File: src/rtl/core/rmbs_pkg.sv
// Shared types and constants of the region map burst splitter.
// Used by the shared adder unit, the top level and the port checker.
// No dependencies.
package rmbs_pkg;

    localparam int DATA_W    = 32;
    localparam int SIZE_W    = 30;
    localparam int ALU_W     = DATA_W + 1;
    localparam int CFG_IDX_W = 3;
    localparam int COUNT_W   = 3;
    localparam int STATUS_W  = 2;
    localparam int REGION_W  = 2;

    // Configuration register indexes. The region sizes follow REG_SIZE_A in order.
    localparam logic [CFG_IDX_W-1:0] REG_BASE_OFFSET  = 3'd0;
    localparam logic [CFG_IDX_W-1:0] REG_WRAP_ENABLE  = 3'd1;
    localparam logic [CFG_IDX_W-1:0] REG_REGION_COUNT = 3'd2;
    localparam logic [CFG_IDX_W-1:0] REG_SIZE_A       = 3'd3;

    // Result status codes.
    localparam logic [STATUS_W-1:0] STATUS_OK         = 2'd0;
    localparam logic [STATUS_W-1:0] STATUS_NOT_MAPPED = 2'd1;
    localparam logic [STATUS_W-1:0] STATUS_EMPTY      = 2'd2;

    typedef enum logic {
        ALU_ADD = 1'b0,
        ALU_SUB = 1'b1
    } t_alu_op;

    typedef struct packed {
        t_alu_op          op;
        logic [ALU_W-1:0] a;
        logic [ALU_W-1:0] b;
    } t_alu_req;

    typedef struct packed {
        logic [ALU_W-1:0] value;
        logic             borrow;
        logic             zero;
    } t_alu_res;

endpackage

File: src/rtl/core/rmbs_alu.sv
// Shared add/subtract unit of the region map burst splitter.
// Depends on rmbs_pkg for the request and result types.
module rmbs_alu (
    input  rmbs_pkg::t_alu_req i_req,
    output rmbs_pkg::t_alu_res o_res
);

    logic [rmbs_pkg::ALU_W:0] wide;

    always_comb begin
        unique case (i_req.op)
            rmbs_pkg::ALU_ADD: wide = {1'b0, i_req.a} + {1'b0, i_req.b};
            rmbs_pkg::ALU_SUB: wide = {1'b0, i_req.a} - {1'b0, i_req.b};
            default:           wide = '0;
        endcase
    end

    // The borrow bit is the carry out of the subtraction, so it means a < b.
    assign o_res.value  = wide[rmbs_pkg::ALU_W-1:0];
    assign o_res.borrow = (i_req.op == rmbs_pkg::ALU_SUB) && wide[rmbs_pkg::ALU_W];
    assign o_res.zero   = (wide[rmbs_pkg::ALU_W-1:0] == '0);

endmodule

File: src/rtl/core/region_map_burst_splitter.sv
// Top level of the region map burst splitter: sequencer, datapath registers and config.
// Depends on rmbs_pkg and instantiates rmbs_alu.
//
//  Channel   | Handshake          | Payload
//  ----------+--------------------+------------------------------------------------------
//  access    | start, busy        | i_command, i_start_address, i_byte_count
//  result    | o_strobe (1 cycle) | o_is_write, o_region_index, o_region_offset,
//            |                    | o_chunk_length, o_bytes_done, o_status, o_last
//  config    | i_cfg_we           | i_cfg_index, i_cfg_data
//
// An access transaction is taken when start is high and busy is low. An empty map or a
// zero length is answered in the next cycle and the block stays ready. Otherwise a
// transaction runs through the region sums, the remainder steps over the ADDR_BITS bits
// when wrapping is on and the total size is not zero, the region search steps and per
// chunk the room, offset, clip and emit steps. Every step uses the one shared adder.
// Results are strobed for one cycle each and cannot be held off. The reset is
// synchronous and active low; it clears the sequencer and all configuration registers.
module region_map_burst_splitter #(
    parameter int MAX_REGIONS = 4,
    parameter int ADDR_BITS   = 32
) (
    input  logic                                i_clk,
    input  logic                                i_rst_n,
    input  logic                                start,
    output logic                                busy,
    input  logic                                i_command,
    input  logic [rmbs_pkg::DATA_W-1:0]         i_start_address,
    input  logic [rmbs_pkg::DATA_W-1:0]         i_byte_count,
    input  logic                                i_cfg_we,
    input  logic [rmbs_pkg::CFG_IDX_W-1:0]      i_cfg_index,
    input  logic [rmbs_pkg::DATA_W-1:0]         i_cfg_data,
    output logic                                o_strobe,
    output logic                                o_is_write,
    output logic [rmbs_pkg::REGION_W-1:0]       o_region_index,
    output logic [rmbs_pkg::SIZE_W-1:0]         o_region_offset,
    output logic [rmbs_pkg::DATA_W-1:0]         o_chunk_length,
    output logic [rmbs_pkg::DATA_W-1:0]         o_bytes_done,
    output logic [rmbs_pkg::STATUS_W-1:0]       o_status,
    output logic                                o_last
);

    localparam int DW    = rmbs_pkg::DATA_W;
    localparam int SW    = rmbs_pkg::SIZE_W;
    localparam int AW    = rmbs_pkg::ALU_W;
    localparam int IDX_W = $clog2(MAX_REGIONS + 1);
    localparam int SEL_W = (MAX_REGIONS > 1) ? $clog2(MAX_REGIONS) : 1;
    localparam int BIT_W = $clog2(ADDR_BITS);
    localparam logic [DW-1:0] ADDR_MASK = DW'((64'd1 << ADDR_BITS) - 64'd1);

    // Sequencer states, one-hot.
    typedef enum logic [7:0] {
        S_IDLE = 8'b0000_0001,
        S_SUM  = 8'b0000_0010,
        S_MOD  = 8'b0000_0100,
        S_FIND = 8'b0000_1000,
        S_ROOM = 8'b0001_0000,
        S_OFFS = 8'b0010_0000,
        S_CLIP = 8'b0100_0000,
        S_EMIT = 8'b1000_0000
    } t_state;

    // Control and configuration registers.
    t_state                          r_state, n_state;
    logic [IDX_W-1:0]                r_idx, n_idx;
    logic [BIT_W-1:0]                r_bit, n_bit;
    logic                            r_strobe, n_strobe;
    logic [DW-1:0]                   r_base_offset;
    logic                            r_wrap_enable;
    logic [rmbs_pkg::COUNT_W-1:0]    r_region_count;
    logic [SW-1:0]                   r_size [MAX_REGIONS];

    // Datapath registers.
    logic                            r_is_write, n_is_write;
    logic [DW-1:0]                   r_addr, n_addr;
    logic [DW-1:0]                   r_mrem, n_mrem;
    logic [DW-1:0]                   r_total, n_total;
    logic [DW-1:0]                   r_ends [MAX_REGIONS];
    logic [DW-1:0]                   n_ends [MAX_REGIONS];
    logic [DW-1:0]                   r_rem, n_rem;
    logic [DW-1:0]                   r_done, n_done;
    logic [DW-1:0]                   r_room, n_room;
    logic [SW-1:0]                   r_off, n_off;
    logic [DW-1:0]                   r_chunk, n_chunk;
    logic                            r_last, n_last;

    // Result registers.
    logic [rmbs_pkg::REGION_W-1:0]   r_out_region, n_out_region;
    logic [SW-1:0]                   r_out_offset, n_out_offset;
    logic [DW-1:0]                   r_out_chunk, n_out_chunk;
    logic [rmbs_pkg::STATUS_W-1:0]   r_out_status, n_out_status;
    logic                            r_out_last, n_out_last;

    logic [IDX_W-1:0]                cnt;
    logic [SEL_W-1:0]                sel;
    logic [IDX_W-1:0]                idx_inc;
    logic [AW-1:0]                   mod_shift;
    logic [DW-1:0]                   mod_next;
    rmbs_pkg::t_alu_req              alu_req;
    rmbs_pkg::t_alu_res              alu_res;

    rmbs_alu u_alu (
        .i_req (alu_req),
        .o_res (alu_res)
    );

    // Counts above the number of built regions act as that number.
    assign cnt = (r_region_count > rmbs_pkg::COUNT_W'(MAX_REGIONS)) ?
                 IDX_W'(MAX_REGIONS) : IDX_W'(r_region_count);

    // The region select stays in range even while the index points one past the map.
    assign sel     = (r_idx < IDX_W'(MAX_REGIONS)) ? r_idx[SEL_W-1:0] : '0;
    assign idx_inc = r_idx + 1'b1;

    // One step of the restoring remainder: bring in the next dividend bit, then
    // subtract the total size if it fits.
    assign mod_shift = {r_mrem, r_addr[ADDR_BITS-1]};
    assign mod_next  = alu_res.borrow ? mod_shift[DW-1:0] : alu_res.value[DW-1:0];

    always_comb begin
        n_state      = r_state;
        n_idx        = r_idx;
        n_bit        = r_bit;
        n_strobe     = 1'b0;
        n_is_write   = r_is_write;
        n_addr       = r_addr;
        n_mrem       = r_mrem;
        n_total      = r_total;
        n_ends       = r_ends;
        n_rem        = r_rem;
        n_done       = r_done;
        n_room       = r_room;
        n_off        = r_off;
        n_chunk      = r_chunk;
        n_last       = r_last;
        n_out_region = r_out_region;
        n_out_offset = r_out_offset;
        n_out_chunk  = r_out_chunk;
        n_out_status = r_out_status;
        n_out_last   = r_out_last;
        alu_req.op   = rmbs_pkg::ALU_ADD;
        alu_req.a    = '0;
        alu_req.b    = '0;

        unique case (r_state)
            S_IDLE: begin
                // Remove the base offset while waiting, so it is ready on acceptance.
                alu_req.op = rmbs_pkg::ALU_SUB;
                alu_req.a  = AW'(i_start_address);
                alu_req.b  = AW'(r_base_offset);
                if (start) begin
                    n_is_write = i_command;
                    n_rem      = i_byte_count;
                    n_done     = '0;
                    n_addr     = alu_res.value[DW-1:0] & ADDR_MASK;
                    n_idx      = '0;
                    n_total    = '0;
                    if (cnt == '0 || i_byte_count == '0) begin
                        n_strobe     = 1'b1;
                        n_out_region = '0;
                        n_out_offset = '0;
                        n_out_chunk  = '0;
                        n_out_status = rmbs_pkg::STATUS_EMPTY;
                        n_out_last   = 1'b1;
                    end else begin
                        n_state = S_SUM;
                    end
                end
            end
            S_SUM: begin
                // Running sum of sizes gives the end address of each region.
                alu_req.op   = rmbs_pkg::ALU_ADD;
                alu_req.a    = AW'(r_total);
                alu_req.b    = AW'(r_size[sel]);
                n_ends[sel]  = alu_res.value[DW-1:0];
                n_total      = alu_res.value[DW-1:0];
                if (idx_inc == cnt) begin
                    n_idx = '0;
                    if (r_wrap_enable && !alu_res.zero) begin
                        n_state = S_MOD;
                        n_bit   = BIT_W'(ADDR_BITS - 1);
                        n_mrem  = '0;
                    end else begin
                        n_state = S_FIND;
                    end
                end else begin
                    n_idx = idx_inc;
                end
            end
            S_MOD: begin
                alu_req.op = rmbs_pkg::ALU_SUB;
                alu_req.a  = mod_shift;
                alu_req.b  = AW'(r_total);
                if (r_bit == '0) begin
                    n_addr  = mod_next;
                    n_state = S_FIND;
                end else begin
                    n_addr = r_addr << 1;
                    n_mrem = mod_next;
                    n_bit  = r_bit - 1'b1;
                end
            end
            S_FIND: begin
                // Walk the regions until one ends above the address; zero-size ones
                // never satisfy this and are skipped.
                alu_req.op = rmbs_pkg::ALU_SUB;
                alu_req.a  = AW'(r_addr);
                alu_req.b  = AW'(r_ends[sel]);
                if (r_idx == cnt) begin
                    n_strobe     = 1'b1;
                    n_out_region = '0;
                    n_out_offset = '0;
                    n_out_chunk  = '0;
                    n_out_status = rmbs_pkg::STATUS_NOT_MAPPED;
                    n_out_last   = 1'b1;
                    n_state      = S_IDLE;
                end else if (alu_res.borrow) begin
                    n_state = S_ROOM;
                end else begin
                    n_idx = idx_inc;
                end
            end
            S_ROOM: begin
                // Bytes left in the region from the current address.
                alu_req.op = rmbs_pkg::ALU_SUB;
                alu_req.a  = AW'(r_ends[sel]);
                alu_req.b  = AW'(r_addr);
                n_room     = alu_res.value[DW-1:0];
                n_state    = S_OFFS;
            end
            S_OFFS: begin
                alu_req.op = rmbs_pkg::ALU_SUB;
                alu_req.a  = AW'(r_size[sel]);
                alu_req.b  = AW'(r_room);
                n_off      = alu_res.value[SW-1:0];
                n_state    = S_CLIP;
            end
            S_CLIP: begin
                // The chunk is the smaller of the remaining length and the room left.
                alu_req.op = rmbs_pkg::ALU_SUB;
                alu_req.a  = AW'(r_rem);
                alu_req.b  = AW'(r_room);
                if (alu_res.borrow || alu_res.zero) begin
                    n_chunk = r_rem;
                    n_last  = 1'b1;
                    n_rem   = '0;
                end else begin
                    n_chunk = r_room;
                    n_last  = 1'b0;
                    n_rem   = alu_res.value[DW-1:0];
                end
                n_state = S_EMIT;
            end
            S_EMIT: begin
                alu_req.op   = rmbs_pkg::ALU_ADD;
                alu_req.a    = AW'(r_done);
                alu_req.b    = AW'(r_chunk);
                n_done       = alu_res.value[DW-1:0];
                n_strobe     = 1'b1;
                n_out_region = rmbs_pkg::REGION_W'(sel);
                n_out_offset = r_off;
                n_out_chunk  = r_chunk;
                n_out_status = rmbs_pkg::STATUS_OK;
                n_out_last   = r_last;
                // A chunk that is not the last one always runs to the region end.
                n_addr       = r_ends[sel];
                n_state      = r_last ? S_IDLE : S_FIND;
            end
            default: begin
                n_state = S_IDLE;
            end
        endcase
    end

    // Control state and configuration registers.
    always_ff @(posedge i_clk) begin
        if (!i_rst_n) begin
            r_state        <= S_IDLE;
            r_idx          <= '0;
            r_bit          <= '0;
            r_strobe       <= 1'b0;
            r_base_offset  <= '0;
            r_wrap_enable  <= 1'b0;
            r_region_count <= '0;
            for (int k = 0; k < MAX_REGIONS; k++) begin
                r_size[k] <= '0;
            end
        end else begin
            r_state  <= n_state;
            r_idx    <= n_idx;
            r_bit    <= n_bit;
            r_strobe <= n_strobe;
            if (i_cfg_we) begin
                unique case (i_cfg_index)
                    rmbs_pkg::REG_BASE_OFFSET:  r_base_offset  <= i_cfg_data;
                    rmbs_pkg::REG_WRAP_ENABLE:  r_wrap_enable  <= i_cfg_data[0];
                    rmbs_pkg::REG_REGION_COUNT: r_region_count <=
                        i_cfg_data[rmbs_pkg::COUNT_W-1:0];
                    default: ;
                endcase
            end
            // Sizes of regions that are not built are dropped.
            for (int k = 0; k < MAX_REGIONS; k++) begin
                if (i_cfg_we &&
                    i_cfg_index == rmbs_pkg::CFG_IDX_W'(rmbs_pkg::REG_SIZE_A + k)) begin
                    r_size[k] <= i_cfg_data[SW-1:0];
                end
            end
        end
    end

    // Datapath and result registers.
    always_ff @(posedge i_clk) begin
        r_is_write   <= n_is_write;
        r_addr       <= n_addr;
        r_mrem       <= n_mrem;
        r_total      <= n_total;
        r_ends       <= n_ends;
        r_rem        <= n_rem;
        r_done       <= n_done;
        r_room       <= n_room;
        r_off        <= n_off;
        r_chunk      <= n_chunk;
        r_last       <= n_last;
        r_out_region <= n_out_region;
        r_out_offset <= n_out_offset;
        r_out_chunk  <= n_out_chunk;
        r_out_status <= n_out_status;
        r_out_last   <= n_out_last;
    end

    assign busy            = (r_state != S_IDLE);
    assign o_strobe        = r_strobe;
    assign o_is_write      = r_is_write;
    assign o_region_index  = r_out_region;
    assign o_region_offset = r_out_offset;
    assign o_chunk_length  = r_out_chunk;
    assign o_bytes_done    = r_done;
    assign o_status        = r_out_status;
    assign o_last          = r_out_last;

endmodule

File: config.mk
export PLATFORM = sky130hd
export DESIGN_NAME = region_map_burst_splitter
export DESIGN_NICKNAME = d
export VERILOG_FILES = /design/src/rtl/core/rmbs_pkg.sv /design/src/rtl/core/rmbs_alu.sv /design/src/rtl/core/region_map_burst_splitter.sv
export SDC_FILE = /design/constraint.sdc
export NUM_CORES = 1
export LEC_CHECK = 0
export ABC_AREA = 1
export BUFFER_PORTS_ARGS = -buffer_cell sky130_fd_sc_hd__buf_2
export CAP_MARGIN = 25
export CELL_PAD_IN_SITES_DETAIL_PLACEMENT = 2
export CELL_PAD_IN_SITES_GLOBAL_PLACEMENT = 2
export CORE_UTILIZATION = 39
export DETAILED_ROUTE_END_ITERATION = 6
export PLACE_DENSITY_LB_ADDON = 0.1
export SLEW_MARGIN = 10
export SYNTH_ARGS = -nofsm -noshare
export SYNTH_HDL_FRONTEND = slang
export SYNTH_SLANG_ARGS = --single-unit
File: constraint.sdc
create_clock -name i_clk -period 7.32 [get_ports i_clk]
set_input_delay 0.732 -clock i_clk [delete_from_list [all_inputs] [get_ports i_clk]]
set_output_delay 0.732 -clock i_clk [all_outputs]
set_load 0.005 [all_outputs]
### After elaboration in Yosys (flattened, before gate mapping)

Memories as Yosys holds them, arrays and structs flattened.
Index checks and enable logic that the tools add are counted.

| storage, ports and cells | value |
|---|---|
| register bits after elaboration | 504 |
| bits in writable memories | 120 |
| bits of input ports | 104 |
| output and inout port bits | 102 |
| word-level logic and storage cells | 188 |
| memories | 1 |

Memories:

| memory | depth | bits a word | read ports | clocked after Yosys merged registers in | write ports | RTL line | text |
|---|---|---|---|---|---|---|---|
| r_size | 4 | 30 | 1 | 0 | 4 | region_map_burst_splitter.sv:70 | `logic [SW-1:0] r_size [MAX_REGIONS];` |

| operators by class | value |
|---|---|
| add/subtract/negate cells | 4 |
| $lt $le $gt $ge | 4 |
| eq/ne operators | 28 |
| muxes and demuxes | 85 |
| bitwise operators | 6 |
| reduce and logical (&&, ||, !) cells | 34 |

Operators by type and width:

| operator | number |
|---|---|
| $pmux W67 S8 | 1 |
| $mux W32 | 16 |
| $pmux W32 S2 | 4 |
| $mux W30 | 7 |
| $pmux W32 S3 | 2 |
| $bwmux W128 | 1 |
| $pmux W30 S3 | 1 |
| $pmux W34 S2 | 1 |
| $bmux W32 S2 | 1 |
| $demux W32 S2 | 1 |
| $pmux W8 S8 | 1 |
| $mux W8 | 6 |
| $add A33 B33 Y34 | 1 |
| $sub A33 B33 Y34 | 1 |
| $logic_not A33 Y1 | 1 |
| $logic_not A32 Y1 | 1 |
| $mux W1 | 20 |
| $ne A2 B2 Y1 const B | 10 |
| $reduce_and A2 Y1 | 8 |
| $mux W3 | 5 |
| $mux W5 | 3 |
| $mux W2 | 7 |
| $pmux W2 S3 | 2 |
| $reduce_and A4 Y1 | 3 |
| 35 further kinds | 57 |

### Longest topological paths before layout

| depth | value |
|---|---|
| word-level depth | 15 |
| depth in mapped cells | 42 |
| mapped depth without buffers | 40 |

### Cells and area by module

Synthesis repeated with hierarchy kept, for this count alone.

| second synthesis, totals | value |
|---|---|
| cell total of the unflattened synthesis | 3383 |
| area total of the unflattened synthesis | 31427.6 um^2 |

By module, submodules not included:

| module | times used | cells an instance | area each (um^2) | seq. area each (um^2) |
|---|---|---|---|---|
| region_map_burst_splitter | 1 | 2639 | 27815.4 | 18207.5 |
| rmbs_alu | 1 | 744 | 3612.2 | 0.0 |

### Least setup slack after synthesis

Ideal clock, no wire load.

| timing path | value |
|---|---|
| path kind | register -> register |
| start point | reg r_state[7] |
| end point | reg r_out_chunk[0] (netlist: o_chunk_length[0]) (enable) |
| setup time | 0.574 ns |
| data arrival time | 6.192 ns |
| data required time | 6.746 ns |
| setup slack | 0.554 ns |
| stages on the path, launching flop included | 10 |
| path buffers | 2 |
| period minus slack after synthesis | 6.766 ns |
| cell sequence | dfxtp_1 > inv_1 > nand2_1 > nor2_1 > nand2_1 > inv_1 > clkbuf_1 > buf_1 > nor3_1 > nor3_1 |

| on the way | value |
|---|---|
| word-level cells in the longest chain between the ends | 3 |
| elaborated cells on any way between the ends | 8 |
| classes of those cells | 6 x eq/ne; 2 x reduce/logical |

RTL lines:

| element | RTL line | text |
|---|---|---|
| from (decl) | region_map_burst_splitter.sv:63 | `t_state r_state, n_state;` |
| from (signal assigned) | region_map_burst_splitter.sv:288 | `r_state <= n_state;` |
| $eq A8 B4 Y1 (tied with other cells) | region_map_burst_splitter.sv:144 | `unique case (r_state)` |
| $ne A2 B2 Y1 (no line) or $reduce_bool A3 Y1 (tied branches) | -- |  |
| $reduce_and A4 Y1 (no line) * | -- |  |
| to (signal assigned) | region_map_burst_splitter.sv:326 | `r_out_chunk <= n_out_chunk;` |
| to (decl) | region_map_burst_splitter.sv:89 | `logic [DW-1:0] r_out_chunk, n_out_chunk;` |

Mark *: on every way between the ends. The rest lies on a longest branch, timed or not.
A chain may end at the register's enable or synchronous reset.

==> run summary <==
Area share of the leading cell type in the synthesized netlist: 0.5458. The fraction of final layout cells sized beyond drive strength 1 is 0.1455. For this run, the leading register cell type out of synthesis is sky130_fd_sc_hd__edfxtp_1. The source-to-sink clock delay at the later pin of the worst-skew pair is 0.67 ns.

The run gives 8624 as the number of filler cells placed in the layout. The flip-flop and latch count after synthesis works out to 624. The yosys synthesis warning count is 0. The proportion of register bits with asynchronous set or reset after synthesis was 0. Setup repair after global routing left no endpoint under its margin. The average instance in the mapped netlist occupies 9.105 um^2. Buffers inserted during clock tree synthesis total 73. The pre-antenna-repair detailed-routing pass consisted of 5 iterations. Most frequent cell on the critical path: sky130_fd_sc_hd__nand2_1. The category of the worst setup path launch point was a flop. TritonCTS built the clock tree. The biggest area contributor in the post-synthesis netlist is sky130_fd_sc_hd__edfxtp_1. Excluding fillers, the count of instances in the completed layout stands at 4830. Max-cap violations in this run came to 0. Relative to the synthesized area, the layout overhead comes to 17.00%.

STA puts the critical path data arrival time at 7.41 ns. The count of flip-flops with a built-in enable after synthesis is 571. The logs give 79390 um^2 for the area of the core region and 0.3957 for the initial core utilization. The critical path in this run is classified as reg2reg. Worst-path maximum fanout: 48. For this design, the sink count on the clock tree is 624. Entering global routing, the biggest net connects 72 pins.

In this run the tool buffered the top-level ports with 205 buffer cells. For this run, design rule violations remaining after detail routing come to 0. The wire-length estimate of the detail-placed layout is 110900 um. The total vias in the final route was 28060; the total negative setup slack was 0 ns. In this run the core area contains 103 standard-cell rows. Counting distinct cell types in the post-synthesis netlist gives 58. The tools report the share of the core filled with cells in the final layout as 0.4630. The tools report the synthesized netlist cell count as 3450. In this design, the stage delay of the slowest critical-path cell is 0.42 ns. The power density over the cells was 570.1 nW/um^2; the share of synthesized area occupied by flip-flops and latches was 0.5796.

The logs give 0.3712 for the global routing usage summed across all routing layers and 4692 for the number of instances in the placed design. The slew at the pin closest to its max-slew limit works out to 1.031 ns. The count of nets left with antenna violations after detail routing is 0. STA classifies the critical path endpoint as a flop.

The analysis attributes to cell leakage a power of 15.53 nW. Post-detailed-route via-to-cell ratio: 5.810. By area the synthesized netlist is led by sky130_fd_sc_hd__edfxtp_1 (55%), sky130_fd_sc_hd__nand2_1 (9.3%), sky130_fd_sc_hd__nor2_1 (7.3%), sky130_fd_sc_hd__inv_1 (4.8%), sky130_fd_sc_hd__dfxtp_1 (3.4%). The logs give 0 for the final-report hold violation count and 0.1420 GHz for the maximum clock frequency. Cell area after technology mapping: 31410 um^2. The run gives 36750 um^2 as the cell area after layout.

Counting instances in the post-synthesis netlist gives the leading cell types as sky130_fd_sc_hd__nand2_1 (776), sky130_fd_sc_hd__nor2_1 (613), sky130_fd_sc_hd__edfxtp_1 (571), sky130_fd_sc_hd__inv_1 (398), sky130_fd_sc_hd__o21ai_0 (152). Root buffer cell: sky130_fd_sc_hd__clkbuf_16. After detailed routing, the average wire length per cell comes to 31.77 um. The min-delay analysis places its worst path in the category in2reg. The remaining global-route overflow came out at 0.

For the worst slew margin relative to its limit, the log shows 0.3126. The logs give 0 for the initial antenna violation count and 34330 um^2 for the post-placement cell area. After clock tree synthesis, the clock-pin slew on the worst setup and hold paths is 0.06 ns.

The global-route wire length before repair was 216800 um; the DRC marker count from the first detailed-route iteration was 2370. The run gives 0.05299 ns as the worst clock skew. The repair_antennas step left the layout with diodes totalling 0. Setup violations remaining at the end of the flow were counted as 0.

Summing internal, switching and leakage power gives 20.96 mW. The number of global-route vias before repair is 30360. In this run the deepest clock path goes through 3 buffers. Placer congestion estimate: 0.9446.

The number of slew-limit violations in the final report came out at 0. The run gives 206 as the top-level I/O count. The area enclosed by the die boundary is 81690 um^2, and the floorplan die width is 285.8 um.

For this block, the routed nets add up to 153500 um of wire. Across the VDD grid, the largest voltage drop is 330.4 uV. The final net count was 3860. Overall die height: 285.8 um. The post-route fraction of the period consumed by the critical path is 0.9621, and the number of levels in the clock H-tree is 3. The run finished with clean final reports. The smallest clock period supported by the final layout is computed as 7.042 ns.

The slowest stage of the critical path belongs to the cell sky130_fd_sc_hd__ha_1. The number of nets in the synthesized netlist is 3591. The logs give 7.69 ns for the critical path data required time and 0 for the count of buffers added by post-CTS timing repair for setup. Cell with the most instances after synthesis: sky130_fd_sc_hd__nand2_1.
-- worst paths after layout --
path / cells past startpoint / slack [ns] / startpoint / end
max reg2reg: 35 / 0.28 / r_idx[2] / r_chunk[8]
max: 35 / 0.28 / r_idx[2] / r_chunk[8]
min reg2reg: 2 / 0.51 / r_bit[0] / r_bit[0]
min: 1 / 0.27 / i_command / o_is_write
-- area by class of cell --
cell class / instances / area [um^2] / share of cell area
Tap cell: 1050 / 1314 / 0.03574
Clock buffer: 92 / 1939 / 0.05277
Inverter: 406 / 1534 / 0.04174
Multi-Input combinational cell: 2264 / 11040 / 0.3003
Timing Repair Buffer: 350 / 2280 / 0.06203
Sequential cell: 624 / 18210 / 0.4955
Clock inverter: 44 / 439.2 / 0.01195
-- metrics by stage --
stage	setup slack [ns]	hold slack, ns
floorplan	0.5537	0.4300
global placement	0.5191	0.4524
detailed placement	0.3781	0.4894
CTS	0.3891	0.2577
global route	0.06404	0.2759
finish	0.2778	0.2705
-- worst max-delay path: cells and delay by family, from the launching register on --
kind | cells | cell delay, ns
simple gates | 24 | 3.94
compound gates | 2 | 0.29
xor+xnor | 1 | 0.30
fa+ha+maj | 1 | 0.42
flops | 1 | 0.39
buf+inv | 7 | 1.35
-- flip-flops by register name, summed over array words and instances, names as in the netlist, 2 cells and up --
register,count
o_bytes_done,32
o_chunk_length,32
o_region_index,2
o_region_offset,30
o_status,2
r_addr,32
r_base_offset,32
r_bit,5
r_chunk,32
r_ends,128
r_idx,3
r_mrem,32
r_off,30
r_region_count,3
r_rem,32
r_room,32
r_size,120
r_state,8
r_total,32
-- kinds of logic (layout without fill, tap and decap cells) --
family,count (synthesis),after routing,share of synthesized area
buf+inv,563,892,0.07285
fa+ha+maj,37,37,0.01498
flops,624,624,0.5796
xor+xnor,34,34,0.009957
compound gates,516,516,0.09997
simple gates,1676,1677,0.2226
-- per-layer routing --
metal  share of wire  vias up  global-route usage
met5               0        -                   0
met4           0.074        0              0.2432
met3           0.052      336             0.03804
met2            0.49     1155              0.6400
met1            0.38    14450              0.4408
li1                -    12120                   -
-- cell usage in the layout, fill, tap and decap left out, types with 31 or more instances in the layout --
cell / instances
sky130_fd_sc_hd__o21ai_0: 150
sky130_fd_sc_hd__nor2_1: 606
sky130_fd_sc_hd__buf_4: 133
sky130_fd_sc_hd__buf_2: 205
sky130_fd_sc_hd__clkbuf_16: 74
sky130_fd_sc_hd__dfxtp_1: 51
sky130_fd_sc_hd__nand4_1: 42
sky130_fd_sc_hd__ha_1: 36
sky130_fd_sc_hd__o22ai_1: 49
sky130_fd_sc_hd__o211ai_1: 31
sky130_fd_sc_hd__a21oi_1: 139
sky130_fd_sc_hd__inv_1: 392
sky130_fd_sc_hd__edfxtp_1: 571
sky130_fd_sc_hd__nand3_1: 90
sky130_fd_sc_hd__nand2_1: 773
-- power by group --
group / total [mW] / switching, mW / internal [mW] / leakage (nW)
sequential: 5.86 / 0.376 / 5.48 / 5.86
combinational: 11.4 / 8.45 / 2.92 / 8.51
clock: 3.72 / 1.67 / 2.05 / 1.16
-- what timing repair did --
item	CTS	global route
hold buffers	0	0
resized for setup	0	6
endpoints found under the setup margin	0	38
(Power assumes the default switching activity.)
